### src/rtl/mpm_pkg.sv
// shared types, constants and reply-string rom for the pattern response matcher
package mpm_pkg;

    // command codes
    localparam logic [1:0] CMD_DATA   = 2'd0;
    localparam logic [1:0] CMD_ARM    = 2'd1;
    localparam logic [1:0] CMD_DISARM = 2'd2;
    localparam logic [1:0] CMD_CLEAR  = 2'd3;

    localparam int PATTERN_COUNT = 12;
    localparam int CAPTURE_LEN   = 28;
    localparam int ROM_TEXT_W    = 128;

    localparam logic [7:0]  NO_DATA     = 8'h26;
    localparam logic [7:0]  NEWLINE     = 8'h0A;
    localparam logic [11:0] ARMED_RESET = 12'd3074;

    // input beat
    typedef struct packed {
        logic [1:0] command;
        logic [3:0] pattern_index;
        logic [7:0] data_byte;
    } mpm_in_t;

    // result beat
    typedef struct packed {
        logic [11:0] complete_mask;
        logic        capture_valid;
        logic [7:0]  capture_byte;
        logic [4:0]  capture_pos;
        logic        capture_last;
    } mpm_out_t;

    // decoded operation for the current beat, already qualified by advance
    typedef struct packed {
        logic       data;
        logic       arm;
        logic       disarm;
        logic       clear;
        logic [3:0] index;
        logic [7:0] data_byte;
    } mpm_op_t;

    // per-matcher status
    typedef struct packed {
        logic done;
        logic complete;
    } mpm_lane_t;

    // capture result for the current beat
    typedef struct packed {
        logic       valid;
        logic [7:0] data;
        logic [4:0] pos;
        logic       last;
    } mpm_cap_t;

    // reply strings, right-aligned: first character in the highest used byte, last in the bottom byte
    function automatic logic [ROM_TEXT_W-1:0] rom_string(input logic [3:0] row);
        logic [ROM_TEXT_W-1:0] s;
        case (row)
            4'd0, 4'd2, 4'd3, 4'd4, 4'd5, 4'd8, 4'd9: s = ROM_TEXT_W'("OK");
            4'd1:    s = ROM_TEXT_W'("GOT IP");
            4'd6:    s = ROM_TEXT_W'("+IPD");
            4'd7:    s = ROM_TEXT_W'(">");
            4'd10:   s = ROM_TEXT_W'("WIFI DISCONNECT");
            4'd11:   s = ROM_TEXT_W'("#Uart#");
            default: s = '0;
        endcase
        return s;
    endfunction

    // unclamped string lengths
    function automatic logic [4:0] rom_len_raw(input logic [3:0] row);
        logic [4:0] n;
        case (row)
            4'd0, 4'd2, 4'd3, 4'd4, 4'd5, 4'd8, 4'd9: n = 5'd2;
            4'd1:    n = 5'd6;
            4'd6:    n = 5'd4;
            4'd7:    n = 5'd1;
            4'd10:   n = 5'd15;
            4'd11:   n = 5'd6;
            default: n = 5'd0;
        endcase
        return n;
    endfunction

    // character at a column of a string, zero past its end
    function automatic logic [7:0] rom_char(input logic [3:0] row, input logic [4:0] col);
        logic [ROM_TEXT_W-1:0] s;
        logic [4:0]            n;
        logic [4:0]            back;
        logic [7:0]            sh;
        s    = rom_string(row);
        n    = rom_len_raw(row);
        back = n - 5'd1 - col;
        sh   = {back, 3'b000};
        if (col >= n) begin
            return 8'h00;
        end
        return 8'(s >> sh);
    endfunction

endpackage

### src/rtl/mpm_lane.sv
// one reply matcher: armed flag, match counter and byte compare
module mpm_lane #(
    parameter int IDX     = 0,
    parameter int MAX_LEN = 16
) (
    input  logic            clk,
    input  logic            rst_n,
    input  mpm_pkg::mpm_op_t  op,
    output mpm_pkg::mpm_lane_t status
);
    import mpm_pkg::*;

    localparam int CNT_W   = $clog2(MAX_LEN + 1);
    localparam int RAW_LEN = int'(rom_len_raw(4'(IDX)));
    localparam int LEN     = (RAW_LEN > MAX_LEN) ? MAX_LEN : RAW_LEN;
    localparam logic [CNT_W-1:0] LEN_C = CNT_W'(LEN);

    logic             armed_reg, armed_next;
    logic [CNT_W-1:0] count_reg, count_next;
    logic [4:0]       col;
    logic [7:0]       expect_char;
    logic             addressed;
    logic             active;
    logic             hit;
    logic             done;

    // character expected at the current count
    assign col         = 5'(count_reg);
    assign expect_char = rom_char(4'(IDX), col);
    assign addressed   = (op.index == 4'(IDX));
    assign active      = armed_reg && (count_reg < LEN_C);
    assign hit         = (op.data_byte == expect_char);

    // counter and armed flag update
    always_comb
    begin
        armed_next = armed_reg;
        count_next = count_reg;
        done       = 1'b0;
        if (op.data && active)
        begin
            if (hit)
            begin
                count_next = count_reg + CNT_W'(1);
                done       = (count_next == LEN_C);
            end
            else
            begin
                count_next = '0;
            end
        end
        else if (addressed && op.arm)
        begin
            armed_next = 1'b1;
        end
        else if (addressed && op.disarm)
        begin
            armed_next = 1'b0;
            count_next = '0;
        end
        else if (addressed && op.clear)
        begin
            count_next = '0;
        end
    end

    always_ff @(posedge clk or negedge rst_n)
    begin
        if (!rst_n)
        begin
            armed_reg <= ARMED_RESET[IDX];
            count_reg <= '0;
        end
        else
        begin
            armed_reg <= armed_next;
            count_reg <= count_next;
        end
    end

    assign status.done     = done;
    assign status.complete = (count_next == LEN_C);

endmodule

### src/rtl/mpm_capture.sv
// line capture that starts on a completion and ends at newline or full length
module mpm_capture (
    input  logic             clk,
    input  logic             rst_n,
    input  mpm_pkg::mpm_op_t op,
    input  logic             start,
    output mpm_pkg::mpm_cap_t cap
);
    import mpm_pkg::*;

    logic       capturing_reg, capturing_next;
    logic [4:0] count_reg, count_next;
    logic       take;
    logic [4:0] pos;
    logic [4:0] pos_inc;
    logic       last;

    // a completion restarts the capture at position zero
    assign take    = op.data && (start || capturing_reg);
    assign pos     = start ? 5'd0 : count_reg;
    assign pos_inc = pos + 5'd1;
    assign last    = (pos_inc >= 5'(CAPTURE_LEN)) || (op.data_byte == NEWLINE);

    always_comb
    begin
        capturing_next = capturing_reg;
        count_next     = count_reg;
        if (take)
        begin
            capturing_next = !last;
            count_next     = last ? 5'd0 : pos_inc;
        end
    end

    always_ff @(posedge clk or negedge rst_n)
    begin
        if (!rst_n)
        begin
            capturing_reg <= 1'b0;
            count_reg     <= 5'd0;
        end
        else
        begin
            capturing_reg <= capturing_next;
            count_reg     <= count_next;
        end
    end

    // fields read zero when nothing is stored
    assign cap.valid = take;
    assign cap.data  = take ? op.data_byte : 8'h00;
    assign cap.pos   = take ? pos : 5'd0;
    assign cap.last  = take && last;

endmodule

### src/rtl/multi_pattern_response_matcher.sv
// A beat accepted into the input register moves into the result register when the result stage advances.
// Throughput: one beat per cycle unless the result stalls; the matchers compare
// against the rom in parallel in the single stage between input and result registers.
// A stalled result beat holds the result register; the input register takes
// at most one more beat and then stalls the input until the result moves.
// Reset (rst_n low, asynchronous) empties both stages, clears counters and capture.
module multi_pattern_response_matcher #(
    parameter int MAX_PATTERN_LEN = 16
) (
    input  logic             clk,
    input  logic             rst_n,
    input  logic             cmd_valid,
    output logic             cmd_stall,
    input  mpm_pkg::mpm_in_t cmd_beat,
    output logic             res_valid,
    input  logic             res_stall,
    output mpm_pkg::mpm_out_t res_beat
);
    import mpm_pkg::*;

    logic      in_valid_reg;
    mpm_in_t   in_reg;
    logic      res_valid_reg;
    mpm_out_t  res_reg;
    mpm_out_t  res_next;
    logic      adv;
    logic      go;
    mpm_op_t   op;
    mpm_lane_t lane_stat [PATTERN_COUNT];
    logic [PATTERN_COUNT-1:0] done_vec;
    logic [PATTERN_COUNT-1:0] complete_vec;
    mpm_cap_t  cap;

    // pipeline control
    assign adv       = !res_valid_reg || !res_stall;
    assign go        = in_valid_reg && adv;
    assign cmd_stall = in_valid_reg && !adv;

    // input register
    always_ff @(posedge clk or negedge rst_n)
    begin
        if (!rst_n)
        begin
            in_valid_reg <= 1'b0;
        end
        else if (!cmd_stall)
        begin
            in_valid_reg <= cmd_valid;
        end
    end

    always_ff @(posedge clk)
    begin
        if (cmd_valid && !cmd_stall)
        begin
            in_reg <= cmd_beat;
        end
    end

    // decode the held beat
    assign op.data      = go && (in_reg.command == CMD_DATA) && (in_reg.data_byte != NO_DATA);
    assign op.arm       = go && (in_reg.command == CMD_ARM);
    assign op.disarm    = go && (in_reg.command == CMD_DISARM);
    assign op.clear     = go && (in_reg.command == CMD_CLEAR);
    assign op.index     = in_reg.pattern_index;
    assign op.data_byte = in_reg.data_byte;

    // matcher lanes
    for (genvar i = 0; i < PATTERN_COUNT; i++)
    begin : g_lane
        mpm_lane #(
            .IDX     (i),
            .MAX_LEN (MAX_PATTERN_LEN)
        ) u_lane (
            .clk    (clk),
            .rst_n  (rst_n),
            .op     (op),
            .status (lane_stat[i])
        );
        assign done_vec[i]     = lane_stat[i].done;
        assign complete_vec[i] = lane_stat[i].complete;
    end

    mpm_capture u_capture (
        .clk   (clk),
        .rst_n (rst_n),
        .op    (op),
        .start (|done_vec),
        .cap   (cap)
    );

    // result assembly
    assign res_next.complete_mask = complete_vec;
    assign res_next.capture_valid = cap.valid;
    assign res_next.capture_byte  = cap.data;
    assign res_next.capture_pos   = cap.pos;
    assign res_next.capture_last  = cap.last;

    // result register
    always_ff @(posedge clk or negedge rst_n)
    begin
        if (!rst_n)
        begin
            res_valid_reg <= 1'b0;
        end
        else if (adv)
        begin
            res_valid_reg <= in_valid_reg;
        end
    end

    always_ff @(posedge clk)
    begin
        if (go)
        begin
            res_reg <= res_next;
        end
    end

    assign res_valid = res_valid_reg;
    assign res_beat  = res_reg;

endmodule

### config.mk
export PLATFORM = sky130hd
export DESIGN_NAME = multi_pattern_response_matcher
export DESIGN_NICKNAME = d
export VERILOG_FILES = /design/src/rtl/mpm_pkg.sv /design/src/rtl/mpm_lane.sv /design/src/rtl/mpm_capture.sv /design/src/rtl/multi_pattern_response_matcher.sv
export SDC_FILE = /design/constraint.sdc
export NUM_CORES = 1
export LEC_CHECK = 0
export ABC_AREA = 1
export BUFFER_PORTS_ARGS = -buffer_cell sky130_fd_sc_hd__buf_2
export CORE_MARGIN = 4
export CORE_UTILIZATION = 40
export CTS_BUF_LIST = sky130_fd_sc_hd__clkbuf_4 sky130_fd_sc_hd__clkbuf_8
export DETAILED_ROUTE_END_ITERATION = 12
export PLACE_DENSITY = 0.64
export SYNTH_ARGS = -nofsm -noshare
export SYNTH_HDL_FRONTEND = slang
export SYNTH_SLANG_ARGS = --single-unit
export TNS_END_PERCENT = 20
### constraint.sdc
create_clock -name clk -period 7.4 [get_ports clk]
set_clock_uncertainty 0.05 [all_clocks]
set_input_delay 0 -clock clk [delete_from_list [all_inputs] [get_ports clk]]
set_output_delay 0 -clock clk [all_outputs]
set_load 0.03 [all_outputs]
==> results of run 1 <==
[through the flow]
step,worst slack [ns],instance area [um^2],hold slack (ns)
final,3.825,9748,0.1982
after global routing,3.522,9748,0.1804
after CTS,3.911,9748,0.1735
after detailed placement,3.968,9129,-0.06487
after global placement,4.053,9129,-0.05980
after floorplan,4.600,8577,-0.3456
[cells in the mapped netlist, drive strengths merged (6+ instances only)]
| library cell | count | share of area [%] |
|---|---|---|
| nor4 | 9 | 0.66 |
| nand4 | 32 | 2.6 |
| dfrtp | 77 | 22 |
| o22ai | 12 | 0.88 |
| a21oi | 14 | 0.99 |
| o32ai | 10 | 1.0 |
| nand2 | 303 | 14 |
| ha | 64 | 9.3 |
| buf | 6 | 0.42 |
| edfxtp | 41 | 14 |
| o21ai | 45 | 2.6 |
| inv | 173 | 7.6 |
| nor2 | 188 | 9.2 |
| xor2 | 27 | 2.8 |
| nand3 | 120 | 7.1 |
| xnor2 | 8 | 0.82 |
| nor3 | 16 | 0.99 |
[repair_timing]
action / CTS / global route
endpoints found under the setup margin: 0 / 0
endpoints found under the hold margin: 49 / 0
hold buffers: 21 / 0
[final cells by class]
class | instances | area, um^2
repair buffers | 70 | 465.4
inverters | 174 | 655.6
flip-flops and latches | 121 | 3237
clock inverters | 11 | 145.1
multi-input cells | 865 | 4637
fillers | 2150 | 11340
clock buffers | 21 | 264.0
well taps | 275 | 344.1
[worst min-delay path by stage]
stage | start | depth (start not counted) | slack, ns | endpoint
3_3_place_gp | rst_n | 1 | -0.06 | g_lane[10].u_lane.col[3]$_DFF_PN0_
2_1_floorplan | rst_n | 0 | -0.35 | g_lane[0].u_lane.armed_reg$_DFFE_PN0P_
5_1_grt | cmd_beat[1] | 2 | 0.18 | in_reg[1]$_DFFE_PP_
6_report | cmd_beat[4] | 2 | 0.20 | in_reg[4]$_DFFE_PP_
4_1_cts | cmd_beat[12] | 2 | 0.17 | in_reg[12]$_DFFE_PP_
3_5_place_dp | rst_n | 1 | -0.06 | g_lane[10].u_lane.col[3]$_DFF_PN0_
[power by group]
part           internal, mW  total, mW  switching [mW]
Combinational         0.257      0.748           0.491
Clock                 0.348      0.636           0.288
Sequential            0.827      0.969           0.142
[cells in the final DEF (no fill, tap or decap), types with 4 or more instances in the layout]
master	count
a21oi_1	12
buf_2	45
buf_4	4
clkbuf_4	4
clkbuf_8	17
dfrtp_1	77
dlygate4sd3_1	21
edfxtp_1	41
ha_1	64
inv_1	160
inv_2	12
nand2_1	295
nand2_2	7
nand3_1	118
nand4_1	30
nor2_1	164
nor2_2	19
nor2_4	5
nor3_1	15
nor4_1	9
o21ai_0	43
o22ai_1	12
o32ai_1	10
xnor2_1	8
xor2_1	27
[logic make-up (layout without fill, tap and decap cells)]
family / after synthesis / after routing
xor gates and xnor gates: 35 / 35
DFF: 121 / 121
and+or+nand+nor: 674 / 674
buffers and inverters: 183 / 276
adders and majority gates: 64 / 64
AOI/OAI and AO/OA: 92 / 92
[metal layers]
layer	share of wire, %	wire length (um)	global-route usage [%]
met1	45	9949	24.78
met2	48	10710	32.95
met3	4.7	1045	3.805
met4	2.1	471	6.392
met5	0	0	0
==> metrics.md, run 1 <==
| Metric | Value |
|---|---|
| Status | `complete, no violations` |
| Later-pin clock latency in the skew report | `0.46 ns` |
| Post-CTS resize count | `0` |
| Overall Power | `2.354 mW` |
| Crit Path Class | `flip-flop to flip-flop` |
| Slowest library cell on the worst path | `edfxtp_1` |
| Clk slew on worst S/H paths | `0.08 ns` |
| Die area | `23850 um^2` |
| Root Driver | `clkbuf_8` |
| CTS Buffer Depth | `2` |
| Highest Clock Rate | `279.7 MHz` |
| Worst slew pin tran | `0.8542 ns` |
| RePlAce Congestion | `0.8978` |
| Grt ovf | `0` |
| Die X | `154.4 um` |
| Adder-cell area share of the yosys netlist | `9.336%` |
| Vias in the first global route | `7646` |
| Max reg flops | `60` |
| R2R depth | `17` |
| Crit Reg-Reg Startpoint | `in_reg[2]$_DFFE_PP_` |
| Unique masters post-synth | `45` |
| DR pass1 iterations | `5` |
| WP data arrival | `3.87 ns` |
| Largest family of logic cells by synthesized area | `simple AND/OR/NAND/NOR gates` |
| Gate Count Post-Synth | `1169` |
| Post-route ant nets | `0` |
| Worst path required time | `7.69 ns` |
| Vias after detailed routing | `7843` |
| Initial antenna violation count | `0` |
| Relative slew slack | `42.84%` |
| First-pass GRT wire length | `37.48 mm` |
| CTS sink count | `121` |
| Gr usage total | `19.37%` |
| Setup crit end | `u_capture.count_reg[1]$_DFFE_PN0P_` |
| Post-synthesis simple-gate area fraction | `34.59%` |
| Crit-path max FO | `15` |
| Ys flop type | `dfrtp_1` |
| Initial Util | `40.67%` |
| Starting DRC count in detailed routing | `513` |
| Num ports | `47` |
| H-Tree Depth | `4` |
| WP depth | `17` |
| Row count | `53` |
| Register bit total from synthesis | `121` |
| Hold crit path type | `input port to flip-flop` |
| TritonCTS Buffers | `17` |
| Max-cap viol count | `0` |
| Crit path max-delay family | `simple AND/OR/NAND/NOR gates` |
| Mux share of post-synthesis cell area | `0%` |
| Synth warn | `0` |
| Placed cell count | `1484` |
| CP max stage delay | `0.76 ns` |
| DR WL/cell | `14.43 um` |
| Tcrit/Tclk final | `48.32%` |
| Leak | `4.697 nW` |
| Largest net degree at the start of global routing | `48` |
| Fin util | `46.23%` |
| PD cells | `241.5 nW/um^2` |
| Remaining DRCs | `0` |
| Post-route insts no fill | `1537` |
| Final min period | `3.575 ns` |
| DRT Wirelength | `22.17 mm` |
| Avg Synthesized Cell Area | `7.337 um^2` |
| Worst reg2reg setup slack | `3.82 ns` |
| Synth-to-layout area growth | `13.65%` |
| CP Cell Sequence | `inv_1, nand3_1, nor2_1, o21ai_0, a21oi_1, nand2_1, nand2_1, nor2_1, nand2_1, nor2_1, nand3_1, nor2_4, inv_1, nor2_1, ha_1, nand4_1, nand2_1` |
| DP Wirelength | `16.92 mm` |
| Worst path bufs/invs | `2` |
| Peak VDD IR | `0.0001129 V` |
| Endpoints failing hold | `0` |
| Final Setup Violations | `0` |
| Layout cells sized above 1 | `10.78%` |
| CP Launch Type | `flip-flop` |
| Setup tns final | `0 ns` |
| Post-synth EDFFs | `41` |
| Mapped cell area | `8577 um^2` |
| Syn nets | `1251` |
| Core Footprint | `21090 um^2` |
| Final Max Slew Viols | `0` |
| I/O Buffers | `46` |
| XOR/XNOR share of the synthesized area | `3.574%` |
| Inserted Diodes | `0` |
| Synth Area in Compound Gates | `6.565%` |
| Worst Setup End Kind | `flip-flop` |
| Async S/R FF share, synth | `66.12%` |
| CTS tree | `yes` |
| Unrepaired setup endpoints after global routing | `false` |
| Die H | `154.4 um` |
| Worst r2r dst | `u_capture.count_reg[1]$_DFFE_PN0P_` |
| Post-DR vias/cell | `5.103` |
| Sequential area share after synthesis | `37.74%` |
| Final net count | `1331` |
| Worst setup path startpoint | `in_reg[2]$_DFFE_PP_` |
| Post-CTS Setup Bufs | `0` |
Note: power is estimated with default switching activity, not from simulation.
==> run 2: changes to the inputs <==
Settings changed: PLACE_DENSITY 0.64 to 0.66.
Clock period 7.4 ns to 3 ns, I/O delays scaled along.
==> metrics.md, run 2 (same netlist as run 1, synthesis figures left out) <==
| Metric | Value |
|---|---|
| DR pass1 iterations | `6 (was 5)` |
| DP Wirelength | `17.42 mm (was 16.92 mm)` |
| Placed cell count | `1546 (was 1484)` |
| CP Launch Type | `flip-flop (unchanged)` |
| Crit-path max FO | `7 (was 15)` |
| Post-route ant nets | `0 (unchanged)` |
| Fin util | `50.44% (was 46.23%)` |
| Num ports | `47 (unchanged)` |
| Remaining DRCs | `0 (unchanged)` |
| Final Max Slew Viols | `0 (unchanged)` |
| Inserted Diodes | `0 (unchanged)` |
| Pre-CTS setup slack | `-0.08780 ns (was 3.968 ns)` |
| DR WL/cell | `14.47 um (was 14.43 um)` |
| Starting DRC count in detailed routing | `660 (was 513)` |
| Core Footprint | `21090 um^2 (unchanged)` |
| Vias in the first global route | `7867 (was 7646)` |
| Tcrit/Tclk final | `98.08% (was 48.32%)` |
| Unrepaired setup endpoints after global routing | `true (was false)` |
| TritonCTS Buffers | `17 (unchanged)` |
| Initial antenna violation count | `0 (unchanged)` |
| Post-route insts no fill | `1621 (was 1537)` |
| Synth-to-layout area growth | `24.01% (was 13.65%)` |
| Final Setup Violations | `0 (unchanged)` |
| RePlAce Congestion | `0.9229 (was 0.8978)` |
| Largest net degree at the start of global routing | `29 (was 48)` |
| Max-cap viol count | `0 (unchanged)` |
| Hold crit path type | `input port to asynchronous set/reset pin (was input port to flip-flop)` |
| Final net count | `1415 (was 1331)` |
| H-Tree Depth | `4 (unchanged)` |
| Root Driver | `clkbuf_8 (unchanged)` |
| Worst slew pin tran | `0.7569 ns (was 0.8542 ns)` |
| Vias after detailed routing | `8201 (was 7843)` |
| Die H | `154.4 um (unchanged)` |
| Die X | `154.4 um (unchanged)` |
| Worst setup margin | `0.05774 ns (was 3.825 ns)` |
| CTS sink count | `121 (unchanged)` |
| PD cells | `593.3 nW/um^2 (was 241.5 nW/um^2)` |
| I/O Buffers | `46 (unchanged)` |
| Layout cells sized above 1 | `20.73% (was 10.78%)` |
| WP data arrival | `3.22 ns (was 3.87 ns)` |
| Initial Util | `40.67% (unchanged)` |
| Row count | `53 (unchanged)` |
| Crit Path Class | `flip-flop to flip-flop (unchanged)` |
| Most frequent cells in the layout | `nand2_1, nor2_1, inv_1, nand3_1, buf_4 (was nand2_1, nor2_1, inv_1, nand3_1, dfrtp_1)` |
| Final min period | `2.942 ns (was 3.575 ns)` |
| Worst Setup End Kind | `flip-flop (unchanged)` |
| Max reg flops | `60 (unchanged)` |
| Die area | `23850 um^2 (unchanged)` |
| Leak | `5.115 nW (was 4.697 nW)` |
| Clk slew on worst S/H paths | `0.08 ns (about the same)` |
| Endpoints failing hold | `0 (unchanged)` |
| Peak VDD IR | `0.0002704 V (was 0.0001129 V)` |
| CTS tree | `yes (unchanged)` |
| Worst path required time | `3.28 ns (was 7.69 ns)` |
| Status | `complete, no violations (unchanged)` |
| Post-DR vias/cell | `5.059 (was 5.103)` |
| Later-pin clock latency in the skew report | `0.45 ns (was 0.46 ns)` |
| CTS Buffer Depth | `2 (unchanged)` |
| Commonest non-fill, non-tap cell in the layout | `nand2_1 (unchanged)` |
| First-pass GRT wire length | `37.63 mm (was 37.48 mm)` |
| Grt ovf | `0 (unchanged)` |
| Relative slew slack | `49.48% (was 42.84%)` |
| Highest Clock Rate | `339.9 MHz (was 279.7 MHz)` |
| Gr usage total | `19.39% (was 19.37%)` |
| DRT Wirelength | `23.46 mm (was 22.17 mm)` |
## run 2: changes by cell type in the layout (fill, tap and decap cells not counted), sizes merged
cell | before | now
inv | 176 | 175
clkinv | 4 | 3
buf | 49 | 135
dlygate4sd3 | 21 | 19
clkbuf | 21 | 20
bufinv | 3 | 4
clkinvlp | 2 | 4
## run 2: cell type report
type	instances	area [um^2]
inverter	174	658.1
timing repair buffer	154	1140
tap	275	344.1
sequential	121	3242
multi-input combinational	865	4822
fill	2041	10450
clock inverter	12	173.9
clock buffer	20	256.5
## run 2: worst paths after layout
check	start	end	slack, ns	depth (start not counted)
max in group asynchronous	rst_n	g_lane[1].u_lane.armed_reg$_DFFE_PN1P_	2.41	3
hold / removal	rst_n	g_lane[1].u_lane.col[2]$_DFF_PN0_	0.07	3
setup reg to reg	g_lane[6].u_lane.col[3]$_DFF_PN0_	u_capture.count_reg[0]$_DFFE_PN0P_	0.06	20
min in group clk	cmd_beat[1]	in_reg[1]$_DFFE_PP_	0.21	2
hold reg to reg	in_valid_reg$_DFFE_PN0N_	res_valid$_DFFE_PN0N_	0.43	2
setup / recovery	g_lane[6].u_lane.col[3]$_DFF_PN0_	u_capture.count_reg[0]$_DFFE_PN0P_	0.06	20
## run 2: through the flow
stage	hold WS (ns)	setup TNS (ns)	cell area [um^2]	power [mW]
global route	0.05065	-0.9188	10640	6.780
floorplan	-0.3456	0	8577	3.736
CTS	0.05653	0	10270	6.070
detailed placement	-0.08846	-0.3344	9607	4.373
finish	0.06888	0	10640	6.311
global placement	-0.09545	0	9607	4.320
## run 2: per-layer routing
| layer | vias to the layer above | wire [um] | track usage, % |
|---|---|---|---|
| li1 | 4123 | - | - |
| met1 | 3841 | 10430 | 24.91 |
| met2 | 198 | 11330 | 33.11 |
| met3 | 39 | 1228 | 4.085 |
| met4 | 0 | 463 | 5.425 |
| met5 | - | 0 | 0 |
## run 2: critical path, cell delays in order, from the launching register on
cell,delay (ns)
dfrtp_1,0.41
inv_2,0.13
ha_4,0.21
inv_2,0.06
nand2_1,0.07
nor2_2,0.13
nand2_1,0.07
o21ai_1,0.13
o21ai_1,0.08
nand3_1,0.13
nor2_2,0.06
nor2_2,0.09
nand2_1,0.07
nor2_2,0.17
nand3_2,0.11
nor2_4,0.18
nand2_1,0.15
nand2_2,0.15
nand4_4,0.16
nand4_1,0.13
nand2_1,0.07
## run 2: what timing repair did
action	4_1_cts	5_1_grt
setup buffers	2	21
endpoints found under the setup margin	6	24
hold endpoints to repair	93	0
hold buffers	20	0
pin swaps	1	33
resized for setup	5	71
## run 2: power by group
| group | leakage [nW] | internal (mW) | total (mW) | switching [mW] |
|---|---|---|---|---|
| Sequential | 1.37 | 2.04 | 2.30 | 0.261 |
| Combinational | 3.53 | 0.912 | 2.38 | 1.46 |
| Clock | 0.209 | 0.930 | 1.63 | 0.702 |
| Total | 5.12 | 3.88 | 6.31 | 2.43 |
